File: config.mk
export PLATFORM = sky130hd
export DESIGN_NAME = hmc_addr_unit
export DESIGN_NICKNAME = d
export VERILOG_FILES = /design/src/hw/rtl/hmc_pkg.sv /design/src/hw/rtl/hmc_addr_unit.sv
export SDC_FILE = /design/constraint.sdc
export NUM_CORES = 1
export LEC_CHECK = 0
export ABC_CLOCK_PERIOD_IN_PS = 7000
export BUFFER_PORTS_ARGS = -buffer_cell sky130_fd_sc_hd__buf_2
export CORE_MARGIN = 8
export CORE_UTILIZATION = 35
export DETAILED_ROUTE_END_ITERATION = 8
export GPL_ROUTABILITY_DRIVEN = 0
export SETUP_SLACK_MARGIN = 0.4
export SLEW_MARGIN = 20
export SYNTH_ARGS = -nofsm -noshare
export SYNTH_HDL_FRONTEND = slang
export SYNTH_SLANG_ARGS = --single-unit
File: constraint.sdc
create_clock -name vclk -period 7
set_clock_uncertainty 0.05 [all_clocks]
set_input_delay 1.4 -clock vclk [all_inputs]
set_output_delay 1.4 -clock vclk [all_outputs]
set_load 0.01 [all_outputs]
File: src/hw/rtl/hmc_pkg.sv
package hmc_pkg;

    localparam int MAX_ROWS      = 256;
    localparam int MAX_ROW_BYTES = 64;
    // Addresses wrap by truncation, so the store depth is kept a power of two.
    localparam int STORE_DEPTH   = MAX_ROWS * MAX_ROW_BYTES;

    localparam int ADDR_W     = $clog2(STORE_DEPTH);
    localparam int ROW_W      = $clog2(MAX_ROWS);
    localparam int STRIDE_W   = $clog2(MAX_ROW_BYTES + 1);
    localparam int COL_W      = 6;
    localparam int IND_W      = 7;
    localparam int SITE_W     = 9;
    localparam int CFG_W      = 7;
    localparam int COUNT_W    = 10;

    localparam logic REQ_WRITE = 1'b0;
    localparam logic REQ_QUERY = 1'b1;

    typedef struct packed {
        logic clear;
        logic load_a;
        logic accum;
    } hmc_count_ctrl_t;

endpackage

File: src/hw/rtl/hmc_addr_unit.sv
module hmc_addr_unit
    import hmc_pkg::*;
(
    input  logic [ROW_W-1:0]    row,
    input  logic [STRIDE_W-1:0] stride,
    input  logic [COL_W-1:0]    col,
    output logic [ADDR_W-1:0]   addr
);

    localparam int SUM_W = ROW_W + STRIDE_W + 1;

    logic [ROW_W+STRIDE_W-1:0] product;
    logic [SUM_W-1:0]          sum;

    assign product = row * stride;
    assign sum     = SUM_W'(product) + SUM_W'(col);
    // Wrap around the flat store.
    assign addr    = sum[ADDR_W-1:0];

endmodule

Word-level counts from Yosys, hierarchy flattened
Index checks and enable logic that the tools add are counted.
{"block": "word_totals", "register_bits": 0, "input_bits": 21}
{"block": "classes", "addsub": 1, "multipliers": 1}
{"cell": "14-bit by 6-bit adder with 14-bit output", "count": 1}
{"cell": "8-bit by 7-bit multiplier with 14-bit output", "count": 1}

Longest topological paths before layout
{"block": "depth", "word_depth": 2, "mapped_depth": 15, "mapped_depth_nobuf": 15}

Worst setup path before layout
OpenSTA, ideal clock, no wires.
{"block": "synth_timing", "path_kind": "in2out", "start": "input stride[6]", "end": "output addr[13]", "slack_ns": 0.713, "arrival_time_ns": 4.837, "t_required_ns": 5.550, "path_stages": 14, "path_cell_list": "nand2_1 fa_1 fa_1 inv_1 fa_1 inv_1 fa_1 inv_1 ha_1 a21o_1 a31o_1 nor2_2 o21ai_1 xnor2_1"}
{"block": "synth_via", "elab_chain_cells": 2}
{"element": "start: declaration", "line": "hmc_addr_unit.sv:5", "source": "input logic [STRIDE_W-1:0] stride,"}
{"element": "8-bit by 7-bit multiplier with 14-bit output", "line": "hmc_addr_unit.sv:15", "source": "assign product = row * stride;"}
{"element": "14-bit by 6-bit adder with 14-bit output", "line": "hmc_addr_unit.sv:16", "source": "assign sum = SUM_W'(product) + SUM_W'(col);"}
{"element": "end: declaration", "line": "hmc_addr_unit.sv:7", "source": "output logic [ADDR_W-1:0] addr"}
Every way passes these cells.

Final worst setup path
{"block": "layout_timing", "start": "input stride[1]", "end": "output addr[13]"}
Same word-level chain as after synthesis.

==> qor.csv <==
metric;value;unit
site row count;27;
yosys warns;0;
crit-path most repeated cell;fa_1;
total grt overflow;0;
pre-CTS setup slack;0.305;ns
initial antenna violation count;0;
Net Count, Synth;326;
top sig layer;met3;
Filler cells;557;
VDD IR-drop max;208;uV
metal1 wirelength;1960;um
largest net degree at the start of global routing;10;
RSZ-0062 raised after global routing;false;
WP data required;5.55;ns
Final Hold Fails;0;
Avg Cell Area, Syn;8.45;um^2
WL met3;201;um
Max Cap Viol;0;
CP Max Fanout;8;
core area;5510;um^2
# DRC;0;
Critical path buffers and inverters;5;
storage element area;0;um^2
dpl hpwl;3750;um
static leakage;1.28;nW
maximum clock rate;0.154;GHz
Seq cells;0;
mapped cell area;1990;um^2
clock buffer count;0;
DRT antenna net count;0;
CP Launch Type;input port;
Die ar.;8370;um^2
WL/cell;12.5;um
Syn Inst Count;236;
# diodes;0;
slowest CP cell;fa_1;
run status;finished clean;
Critical Path Sink Type;output port;
synthesis-to-finish area growth;18.7;%
Final setup viols;0;
Synth cell types;30;
Hold WS;3.06;ns
IO buf count;35;
Post-CTS Hold Fix Bufs;0;
Slew Viols, Final;0;
Top Ports;35;
routed wl met2;2120;um
drt pass-1 iters;4;
number of global-route vias before repair;1558;
Relative slew margins;0.822;
worst-margin pin slew;0.267;ns
final WL;4290;um
total track usage;0.0988;
Setup WS post-layout;0.524;ns
period utilization;0.925;
Worst Hold Endpoint;addr[0];
critical path's top delay family;adder cells;
Die Span Y;91.5;um
PD cells;278;nW/um^2
nets;363;
Crit Path Class;input port to output port;
HP Class;input port to output port;
layout cells sized above 1;0.188;
post-synthesis sequential area ratio;0;
DIE WIDTH;91.5;um
DRT iter0 DRCs;39;
CP cell instances;buf_4 > nand2_2 > fa_1 > fa_1 > inv_1 > fa_1 > inv_1 > fa_1 > inv_1 > ha_4 > a21o_1 > a31o_1 > nor2_2 > o21ai_1 > xnor2_1 > buf_2;
total design power;0.657;mW
via/cell ratio;4.79;
Setup TNS Final;0;ns
first-pass GRT wire length;7140;um
multi-input gate area in the final layout;1840;um^2
Final Critical Period;6.48;ns
Worst EP arrival;5.03;ns
Initial Utilization;0.362;
hold path depth;3;
crit-path max cell delay;0.52;ns
vias;1642;
Hold Startpoint;col[0];
## timing repair
action	CTS	global route
endpoints found under the setup margin	2	6
pin swaps	0	10
resized for setup	2	36
setup buffers	0	1
## worst min-delay path, delay by kind of cell
family                     cells  cell delay, ns
buffers and inverters          2            0.20
adders and majority gates      1            0.11
## synthesized netlist by cell type, types with 2 or more instances
| cell type | n | area, um^2 |
|---|---|---|
| inv_1 | 56 | 210 |
| ha_1 | 35 | 438 |
| fa_1 | 34 | 681 |
| and2_1 | 33 | 206 |
| nand2_1 | 26 | 97.6 |
| a21oi_1 | 9 | 45.0 |
| xnor2_1 | 9 | 78.8 |
| a21o_1 | 4 | 30.0 |
| nor2_1 | 3 | 11.3 |
| o21ai_1 | 3 | 15.0 |
| xor2_1 | 3 | 26.3 |
| nand4_1 | 2 | 12.5 |
| nor2b_1 | 2 | 12.5 |
## worst max-delay path by stage
stage / from / end / slack [ns] / depth (start not counted)
final: stride[1] / addr[13] / 0.52 / 16
after global routing: stride[1] / addr[9] / 0.40 / 16
after CTS: stride[6] / addr[11] / 0.39 / 16
after detailed placement: stride[6] / addr[11] / 0.31 / 16
after global placement: stride[6] / addr[11] / 0.32 / 16
after floorplan: stride[6] / addr[13] / 0.71 / 14
## layer usage
layer / GRT usage / vias up
met5: 0 / -
met2: 0.167 / 32
met4: 0 / 0
met1: 0.138 / 811
li1: - / 799
met3: 0.0115 / 0
## placed cells by master, fill, tap and decap left out, drive strengths merged
cell type and count:
ha 35, inv 56, o21a 1, and2b 1, and2 33, nor3 1, clkbuf 3, nand2 26
nor2 4, o21ai 5, a41oi 1, mux2i 1, xor2 3, nand4 2, xnor2 9, or2 1
fa 34, o31a 1, a31o 1, a21oi 9, buf 33, nor2b 3, nand3 1, a21o 4
nor3b 1, a31oi 1, a221oi 1
## logic make-up (layout without fill, tap and decap cells)
kind of cell | after synthesis | count (layout) | share of synthesized area
and+or+nand+nor | 73 | 73 | 0.196
AOI/OAI and AO/OA | 24 | 24 | 0.0766
adders and majority gates | 69 | 69 | 0.561
buffers and inverters | 57 | 92 | 0.108
xor gates and xnor gates | 12 | 12 | 0.0527
muxes | 1 | 1 | 0.00502
## cell type report
type,instances,share of cell area
inverter,56,0.0888
multi-input combinational,179,0.777
tap,72,0.0381
timing repair buffer,36,0.0962
## per-stage QoR
stage,util,cells,area [um^2]
after floorplan,-,236,1990
after global placement,0.409,342,2250
after CTS,0.412,342,2270
final,0.430,343,2370
after detailed placement,0.409,342,2250
after global routing,0.430,343,2370
## power by group
group,internal (mW),switching [mW],leakage [nW]
clock network,0,0,0
registers,0,0,0
logic,0.310,0.347,1.28
total,0.310,0.347,1.28
(Power assumes the default switching activity.)
