### src/hw/rtl/hmc_pkg.sv
package hmc_pkg;

    localparam int MAX_ROWS      = 256;
    localparam int MAX_ROW_BYTES = 64;
    // Addresses wrap by truncation, so the store depth is kept a power of two.
    localparam int STORE_DEPTH   = MAX_ROWS * MAX_ROW_BYTES;

    localparam int ADDR_W     = $clog2(STORE_DEPTH);
    localparam int ROW_W      = $clog2(MAX_ROWS);
    localparam int STRIDE_W   = $clog2(MAX_ROW_BYTES + 1);
    localparam int COL_W      = 6;
    localparam int IND_W      = 7;
    localparam int SITE_W     = 9;
    localparam int CFG_W      = 7;
    localparam int COUNT_W    = 10;

    localparam logic REQ_WRITE = 1'b0;
    localparam logic REQ_QUERY = 1'b1;

    typedef struct packed {
        logic clear;
        logic load_a;
        logic accum;
    } hmc_count_ctrl_t;

endpackage

### src/hw/rtl/hmc_count_unit.sv
module hmc_count_unit
    import hmc_pkg::*;
(
    input  logic                clk,
    input  logic                rst_n,
    input  hmc_count_ctrl_t     ctrl,
    input  logic [7:0]          rd_data0,
    input  logic [7:0]          rd_data1,
    output logic [COUNT_W-1:0]  het_sum,
    output logic [COUNT_W-1:0]  mis_sum
);

    function automatic logic [3:0] ones8(input logic [7:0] v);
        logic [3:0] n;
        n = 4'd0;
        for (int i = 0; i < 8; i++)
        begin
            n = n + 4'(v[i]);
        end
        return n;
    endfunction

    logic [7:0]         mask_a_reg;
    logic [7:0]         mask_b;
    logic [COUNT_W-1:0] het_reg;
    logic [COUNT_W-1:0] mis_reg;

    assign mask_b = rd_data0 ^ rd_data1;

    always_ff @(posedge clk)
    begin
        if (ctrl.load_a)
        begin
            mask_a_reg <= rd_data0 ^ rd_data1;
        end
    end

    always_ff @(posedge clk or negedge rst_n)
    begin
        if (!rst_n)
        begin
            het_reg <= '0;
            mis_reg <= '0;
        end
        else if (ctrl.clear)
        begin
            het_reg <= '0;
            mis_reg <= '0;
        end
        else if (ctrl.accum)
        begin
            het_reg <= het_reg + COUNT_W'(ones8(mask_a_reg | mask_b));
            mis_reg <= mis_reg + COUNT_W'(ones8(mask_a_reg ^ mask_b));
        end
    end

    assign het_sum = het_reg;
    assign mis_sum = mis_reg;

endmodule

### config.mk
export PLATFORM = sky130hd
export DESIGN_NAME = hmc_count_unit
export DESIGN_NICKNAME = d
export VERILOG_FILES = /design/src/hw/rtl/hmc_pkg.sv /design/src/hw/rtl/hmc_count_unit.sv
export SDC_FILE = /design/constraint.sdc
export NUM_CORES = 1
export LEC_CHECK = 0
export BUFFER_PORTS_ARGS = -buffer_cell sky130_fd_sc_hd__clkbuf_2
export CAP_MARGIN = 30
export CORE_ASPECT_RATIO = 0.75
export CORE_UTILIZATION = 50
export DETAILED_ROUTE_END_ITERATION = 10
export PLACE_DENSITY = 0.74
export SLEW_MARGIN = 20
export SYNTH_ARGS = -nofsm -noshare
export SYNTH_HDL_FRONTEND = slang
export SYNTH_SLANG_ARGS = --single-unit
export TNS_END_PERCENT = 100
### constraint.sdc
create_clock -name clk -period 12.28 [get_ports clk]
set_clock_uncertainty 0.15 [all_clocks]
set_input_delay 2.456 -clock clk [delete_from_list [all_inputs] [get_ports clk]]
set_output_delay 2.456 -clock clk [all_outputs]
set_load 0.005 [all_outputs]
* Word-level counts from Yosys, hierarchy flattened *
Index checks and enable logic that the tools add are counted.

word-level totals
  register bits after elaboration = 28
  logic and storage cells = 27
  input bits = 21

operators by class
  add/subtract/negate cells = 16
  reductions and logical operators = 1
  bitwise operators = 3
  muxes and demuxes = 4

operators by type and width
  cell                    number
  2-to-1 mux 10 bit       4
  adder 4 x 1 -> 4 bit    8
  adder 10 x 4 -> 10 bit  2
  XOR 8 bit               2
  adder 3 x 1 -> 4 bit    2
  bitwise OR 8 bit        1
  adder 2 x 1 -> 3 bit    2
  adder 1 x 1 -> 2 bit    2
  nonzero test 2 bit      1

* Logic depth before layout (Yosys ltp) *
Gate-level depths: netlist (run 1).

  depth in word-level cells = 12
  depth in mapped cells = 14
  gate-level depth less buffers = 14

* Worst setup path after synthesis (run 1) *
OpenSTA, ideal clock, no wires.

  path kind = in2reg
  start = input port rd_data1[0]
  end = register mis_reg[6] (netlist: mis_sum[6])
  slack = 5987 ps
  arrival time = 6011 ps
  required time = 11998 ps
  stages on the path = 13
  path through = xnor2_1 > ha_1 > fa_1 > fa_1 > inv_1 > fa_1 > inv_1 > fa_1 > fa_1 > a211oi_1 > nor3_1 > xnor2_1 > nor2_1

between the ends
  longest elaborated chain between the ends = 12

ends and longest elaborated chain
  what                               line                  RTL
  start, declared                    hmc_count_unit.sv:8   input logic [7:0] rd_data1,
  XOR 8 bit                          hmc_count_unit.sv:28  assign mask_b = rd_data0 ^ rd_data1;
  XOR 8 bit                          hmc_count_unit.sv:53  mis_reg <= mis_reg + COUNT_W'(ones8(mask_a_reg ^ mask_b));
  adder 1 x 1 -> 2 bit               hmc_count_unit.sv:18  n = n + 4'(v[i]);
  adder 2 x 1 -> 3 bit               hmc_count_unit.sv:18
  adder 3 x 1 -> 4 bit               hmc_count_unit.sv:18
  adder 4 x 1 -> 4 bit (4 in a row)  hmc_count_unit.sv:18
  adder 10 x 4 -> 10 bit             hmc_count_unit.sv:53
  2-to-1 mux 10 bit                  hmc_count_unit.sv:50  else if (ctrl.accum)
  2-to-1 mux 10 bit                  hmc_count_unit.sv:45  else if (ctrl.clear)
  end signal, assigned               hmc_count_unit.sv:53
  end, declared                      hmc_count_unit.sv:26  logic [COUNT_W-1:0] mis_reg;

Every way passes these cells. The select of a mux whose other input is x is not followed.
A chain may end at the register's enable or synchronous reset.

* Final worst setup path (run 1) *
Same ends and word-level chain as after synthesis.

==> results of run 1 <==
==> area by class of cell <==
| type | count | area, um^2 |
|---|---|---|
| sequential | 28 | 740.7 |
| tap | 52 | 65.06 |
| inverter | 30 | 112.6 |
| fill | 311 | 1420 |
| timing repair buffer | 40 | 200.2 |
| clock buffer | 3 | 41.29 |
| clock inverter | 1 | 30.03 |
| multi-input combinational | 126 | 1099 |
==> logic make-up after synthesis <==
family          count (synthesis)  synth area share (%)
simple gates                   42                 10.97
buf+inv                        34                 6.785
compound gates                 32                 11.10
fa+ha+maj                      30                 22.83
flops                          28                 37.54
xor+xnor                       12                 5.327
mux                            10                 5.453
==> per-layer routing <==
metal / vias to the layer above / part of all wire [%] / wire, um / global-route usage [%]
met5: - / 0 / 0 / 0
met4: 0 / 0.62 / 22 / 4.852
met3: 2 / 2.4 / 85 / 4.309
met2: 16 / 46 / 1646 / 28.31
met1: 662 / 51 / 1813 / 28.98
li1: 717 / - / - / -
==> cell usage after synthesis (all sizes together) <==
master  instances  share of area (%)
nand2           3               0.57
buf             4                1.1
nor2           18                3.6
nor2b           1               0.32
nand2b          1               0.32
a21o            6                2.3
or3b            1               0.44
mux2i           4                2.0
nor3            3                1.0
or4             1               0.38
a22o            2               0.89
o21ai           4                1.0
nand3           6                1.5
a211o           4                1.8
xnor2           8                3.6
ha             20                 13
or3             2               0.63
o21a            2               0.76
o31ai           1               0.38
a211oi          4                1.5
xor2            4                1.8
a21oi           8                2.0
and2b           5                1.9
inv            30                5.7
edfxtp          8                 12
o41ai           1               0.44
dfrtp          20                 25
nand4           1               0.32
fa             10                 10
mux2            6                3.4
==> through the flow <==
| step | area, um^2 | std cells | worst slack, ps | hold slack, ps | util, % |
|---|---|---|---|---|---|
| floorplan | 1973 | 188 | 5987 | 377.0 | - |
| global route | 2288 | 280 | 5771 | 434.5 | 61.71 |
| finish | 2288 | 280 | 5949 | 410.7 | 61.71 |
| detailed placement | 2217 | 276 | 5679 | 378.7 | 59.78 |
| CTS | 2288 | 280 | 5940 | 409.3 | 61.71 |
| global placement | 2217 | 276 | 5718 | 387.1 | 59.78 |
==> final timing paths <==
path	to	slack (ps)	start	cells past startpoint
setup / recovery	mis_sum[6]	5950	rd_data1[0]	14
hold / removal	mis_sum[3]	410	mis_sum[3]	1
setup reg to reg	mis_sum[6]	8000	mask_a_reg[0]	13
hold reg to reg	mis_sum[3]	410	mis_sum[3]	1
max in group asynchronous	het_sum[3]	9670	rst_n	1
min in group asynchronous	mis_sum[8]	1970	rst_n	1
==> where the power goes <==
group	switching, mW	internal (mW)	leakage (nW)	total (mW)
logic	0.139	0.127	0.845	0.266
clock network	0.0296	0.0437	0.0357	0.0732
registers	0.0112	0.110	0.352	0.121
total	0.180	0.281	1.23	0.461
==> qor.tcl, run 1 <==
set qor(outcome) {complete, no violations}
set qor(path_cells) {clkbuf_2 -> xnor2_1 -> ha_1 -> fa_1 -> fa_1 -> inv_1 -> fa_1 -> inv_1 -> fa_1 -> fa_1 -> a211oi_1 -> nor3_1 -> xnor2_1 -> nor2_1}
set qor(cts_setup_buffers) 0
set qor(critical_path.top_delay_family) {adder cells}
set qor(clk_transition_reported_paths_ps) 90
set qor(max-vdd-ir-drop_uv) 170.8
set qor(crit_buf_inv) 3
set qor(highest_fanout_seen_on_the_critical_path) 3
set qor(place_congestion) 0.8214
set qor(drt-initial-drc-count) 64
set qor(synthToLayoutAreaGrowth_pct) 15.98
set qor(antenna_cells) 0
set qor(wire_length_of_the_first_global_routing_pass_mm) 6.078
set qor(fin_nets) 280
set qor(critPathMostFrequentCell) {sky130_fd_sc_hd__fa_1}
set qor(count_of_different_cell_masters_after_synthesis) 34
set qor(worstSkewPairLatency_ps) 280
set qor(power_leakage_nw) 1.233
set qor(drt-vias-per-instance) 4.989
set qor(ios) 41
set qor(grt_setup_unrepaired) {no}
set qor(crit_path_top_delay_cell) {sky130_fd_sc_hd__fa_1}
set qor(timing_worst_slew_pin_value_ps) 522.7
set qor(first_global_vias) 1316
set qor(power.total_uw) 461.0
set qor(dp_hpwl_mm) 2.800
set qor(most_common_cell_after_layout_fill_and_taps_aside) {sky130_fd_sc_hd__clkbuf_2}
set qor(detailroute.via_count) 1397
set qor(mappedNetlistArea_um2) 1973
set qor(route.detailed.drc) 0
set qor(die_width_um) 74.54
set qor(final.period_utilization_pct) 51.55
set qor(timing.fmax_ghz) 0.1580
set qor(cts.hold.buffers_added) 0
set qor(starting_density_of_the_core_pct) 53.21
set qor(design.die.area_um2) 4204
set qor(maxCapViolCount) 0
set qor(setup.worst_path.start_class) {input pin}
set qor(timing.critical_path.to_type) {flip-flop}
set qor(avgRoutedWirePerCell_um) 12.74
set qor(postSynthNetCount) 239
set qor(placement_rows) 19
set qor(cp_data_required_time_ps) 12280
set qor(postSynthRegisterBits) 28
set qor(maxSlewViolCount) 0
set qor(remaining_number_of_nets_flagged_by_the_antenna_check_after_routing) 0
set qor(synthesis.yosys.warnings) 0
set qor(htree_levels) 1
set qor(report.final.hold_viol_count) 0
set qor(clock_sinks) 28
set qor(global_route.usage.total_pct) 19.35
set qor(core-area_um2) 3709
set qor(antenna_found_initial) 0
set qor(postSynthCellCount) 188
set qor(postRouteWirelength_mm) 3.567
set qor(overflow) 0
set qor(finalWorstPathRequiredPeriod_ps) 6331
set qor(timing.setup.critical_path_class) {in -> reg}
set qor(port-buffer-count) 40
set qor(grt_max_degree) 27
set qor(postSynthAreaPerCell_um2) 10.50
set qor(cts_resized) 0
set qor(hold_class) {reg -> reg}
set qor(tritoncts_clock_tree) {yes}
set qor(final_cell_mix) {sky130_fd_sc_hd__clkbuf_2, sky130_fd_sc_hd__inv_1, sky130_fd_sc_hd__ha_1, sky130_fd_sc_hd__dfrtp_1, sky130_fd_sc_hd__nor2_1}
set qor(cts-root-to-sink-buffers) 2
set qor(synth_seq_area_share_pct) 37.54
set qor(numCtsBuffers) 3
set qor(drt_pass1_iterations) 4
set qor(delay_of_the_slowest_cell_on_the_worst_path_ps) 550
set qor(setup-violations-final) 0
set qor(cts_root_buffer) {sky130_fd_sc_hd__clkbuf_8}
set qor(post_route_cells_drive_above_1_share_pct) 20.18
set qor(totalNegativeSetupSlack_ps) 0
set qor(pwr_density_cell_nw_per_um2) 201.4
set qor(floorplan.die.height_um) 56.41
set qor(worst_rel_slew_slack_pct) 65.15
set qor(worstPathArrival_ps) 6330
No activity file was read; power rests on OpenSTA's default activity.
==> inputs of run 2 (changes only) <==
--- a/config.mk
+++ b/config.mk
@@ -8,9 +8,9 @@
 export BUFFER_PORTS_ARGS = -buffer_cell sky130_fd_sc_hd__clkbuf_2
 export CAP_MARGIN = 30
 export CORE_ASPECT_RATIO = 0.75
-export CORE_UTILIZATION = 50
+export CORE_UTILIZATION = 49
 export DETAILED_ROUTE_END_ITERATION = 10
-export PLACE_DENSITY = 0.74
+export PLACE_DENSITY = 0.76
 export SLEW_MARGIN = 20
 export SYNTH_ARGS = -nofsm -noshare
 export SYNTH_HDL_FRONTEND = slang
==> constraint.sdc (replaced) <==
create_clock -name clk -period 5.8 [get_ports clk]
set_clock_uncertainty 0.15 [all_clocks]
set_input_delay 1.16 -clock clk [delete_from_list [all_inputs] [get_ports clk]]
set_output_delay 1.16 -clock clk [all_outputs]
set_load 0.005 [all_outputs]
==> qor.tcl, run 2 (synthesis results as in run 1) <==
set qor(critical_path.top_delay_family) {adder cells}
set qor(antenna_found_initial) 0
set qor(final.period_utilization_pct) 87.82
set qor(pwr_density_cell_nw_per_um2) 410.8
set qor(design.die.area_um2) 4287
set qor(final_cell_mix) {sky130_fd_sc_hd__clkbuf_2, sky130_fd_sc_hd__inv_1, sky130_fd_sc_hd__ha_1, sky130_fd_sc_hd__dfrtp_1, sky130_fd_sc_hd__nor2_1}
set qor(core-area_um2) 3756
set qor(setup.worst_path.start_class) {input pin}
set qor(highest_fanout_seen_on_the_critical_path) 3
set qor(first_global_vias) 1372
set qor(finalWorstPathRequiredPeriod_ps) 5094
set qor(wire_length_of_the_first_global_routing_pass_mm) 5.982
set qor(port-buffer-count) 40
set qor(power_leakage_nw) 1.226
set qor(ios) 41
set qor(most_common_cell_after_layout_fill_and_taps_aside) {sky130_fd_sc_hd__clkbuf_2}
set qor(placed_cells) 276
set qor(cts-root-to-sink-buffers) 2
set qor(drt_pass1_iterations) 4
set qor(totalNegativeSetupSlack_ps) 0
set qor(place_congestion) 0.8346
set qor(worstSkewPairLatency_ps) 270
set qor(fin_cells) 280
set qor(path_cells) {clkbuf_2 -> xnor2_1 -> ha_1 -> fa_1 -> fa_1 -> inv_1 -> fa_1 -> inv_1 -> fa_1 -> fa_1 -> a211oi_1 -> nor3_1 -> xnor2_1 -> nor2_1}
set qor(maxCapViolCount) 0
set qor(route.detailed.drc) 0
set qor(avgRoutedWirePerCell_um) 12.31
set qor(cp_data_required_time_ps) 5800
set qor(remaining_number_of_nets_flagged_by_the_antenna_check_after_routing) 0
set qor(setup-violations-final) 0
set qor(fin_nets) 280
set qor(tritoncts_clock_tree) {yes}
set qor(die_width_um) 75.28
set qor(htree_levels) 1
set qor(postRouteWirelength_mm) 3.448
set qor(timing.critical_path.to_type) {flip-flop}
set qor(global_route.usage.total_pct) 18.54
set qor(post_route_cells_drive_above_1_share_pct) 20.18
set qor(synthToLayoutAreaGrowth_pct) 15.16
set qor(overflow) 0
set qor(placement_rows) 19
set qor(power.total_uw) 933.4
set qor(timing.fmax_ghz) 0.1963
set qor(max-vdd-ir-drop_uv) 224.1
set qor(numCtsBuffers) 3
set qor(clock_sinks) 28
set qor(cts_resized) 0
set qor(delay_of_the_slowest_cell_on_the_worst_path_ps) 550
set qor(detailroute.via_count) 1448
set qor(crit-reg2reg-launch) {mask_a_reg[0]}
set qor(worst_slack_ps) 706.2
set qor(outcome) {complete, no violations}
set qor(timing.setup.critical_path_class) {in -> reg}
set qor(timing_worst_slew_pin_value_ps) 510.2
set qor(critPathMostFrequentCell) {sky130_fd_sc_hd__fa_1}
set qor(drt-initial-drc-count) 66
set qor(crit_start) {rd_data1[0]}
set qor(starting_density_of_the_core_pct) 52.53
set qor(worstPathArrival_ps) 5090
set qor(grt_max_degree) 27
set qor(antenna_cells) 0
set qor(crit_path_top_delay_cell) {sky130_fd_sc_hd__fa_1}
set qor(grt_setup_unrepaired) {no}
set qor(crit_buf_inv) 3
set qor(pre_cts_slack_ps) 425.1
set qor(dp_hpwl_mm) 2.718
set qor(maxSlewViolCount) 0
set qor(drt-vias-per-instance) 5.171
set qor(floorplan.die.height_um) 56.96
set qor(cts.hold.buffers_added) 0
set qor(clk_transition_reported_paths_ps) 90
set qor(cts_root_buffer) {sky130_fd_sc_hd__clkbuf_8}
set qor(hold_class) {reg -> reg}
set qor(worst_rel_slew_slack_pct) 65.99
set qor(finalHoldWorstSlack_ps) 413.0
set qor(cts_setup_buffers) 0
set qor(report.final.hold_viol_count) 0
set qor(hold_start) {mis_sum[3]}
[run 2: final timing paths]
path                               to  slack [ps]  cells after the start
max                        mis_sum[6]         710                     14
min                        mis_sum[3]         410                      1
max reg2reg                mis_sum[6]        1500                     13
min reg2reg                mis_sum[3]         410                      1
max in group asynchronous  mis_sum[2]        4470                      1
min in group asynchronous  mis_sum[1]         690                      1
[run 2: area by class of cell]
type,instances,area (um^2)
fill,354,1484
multi-input combinational,126,1099
sequential,28,740.7
timing repair buffer,40,200.2
inverter,30,112.6
tap,52,65.06
clock buffer,4,55.05
[run 2: report_power, final]
group | switching, mW | internal, mW
Sequential | 0.0232 | 0.233
Clock | 0.0593 | 0.0608
Combinational | 0.290 | 0.267
[run 2: per-stage QoR]
stage	utilization, %	cell area, um^2
global placement	59.03	2217
detailed placement	59.03	2217
finish	60.49	2272
global route	60.49	2272
floorplan	-	1973
CTS	60.49	2272
[run 2: per-layer routing]
layer	GRT usage [%]	wire length, um	vias to the layer above
li1	-	-	720
met1	26.65	1741	684
met2	27.93	1548	38
met3	3.710	106	6
met4	6.878	51	0
met5	0	0	-
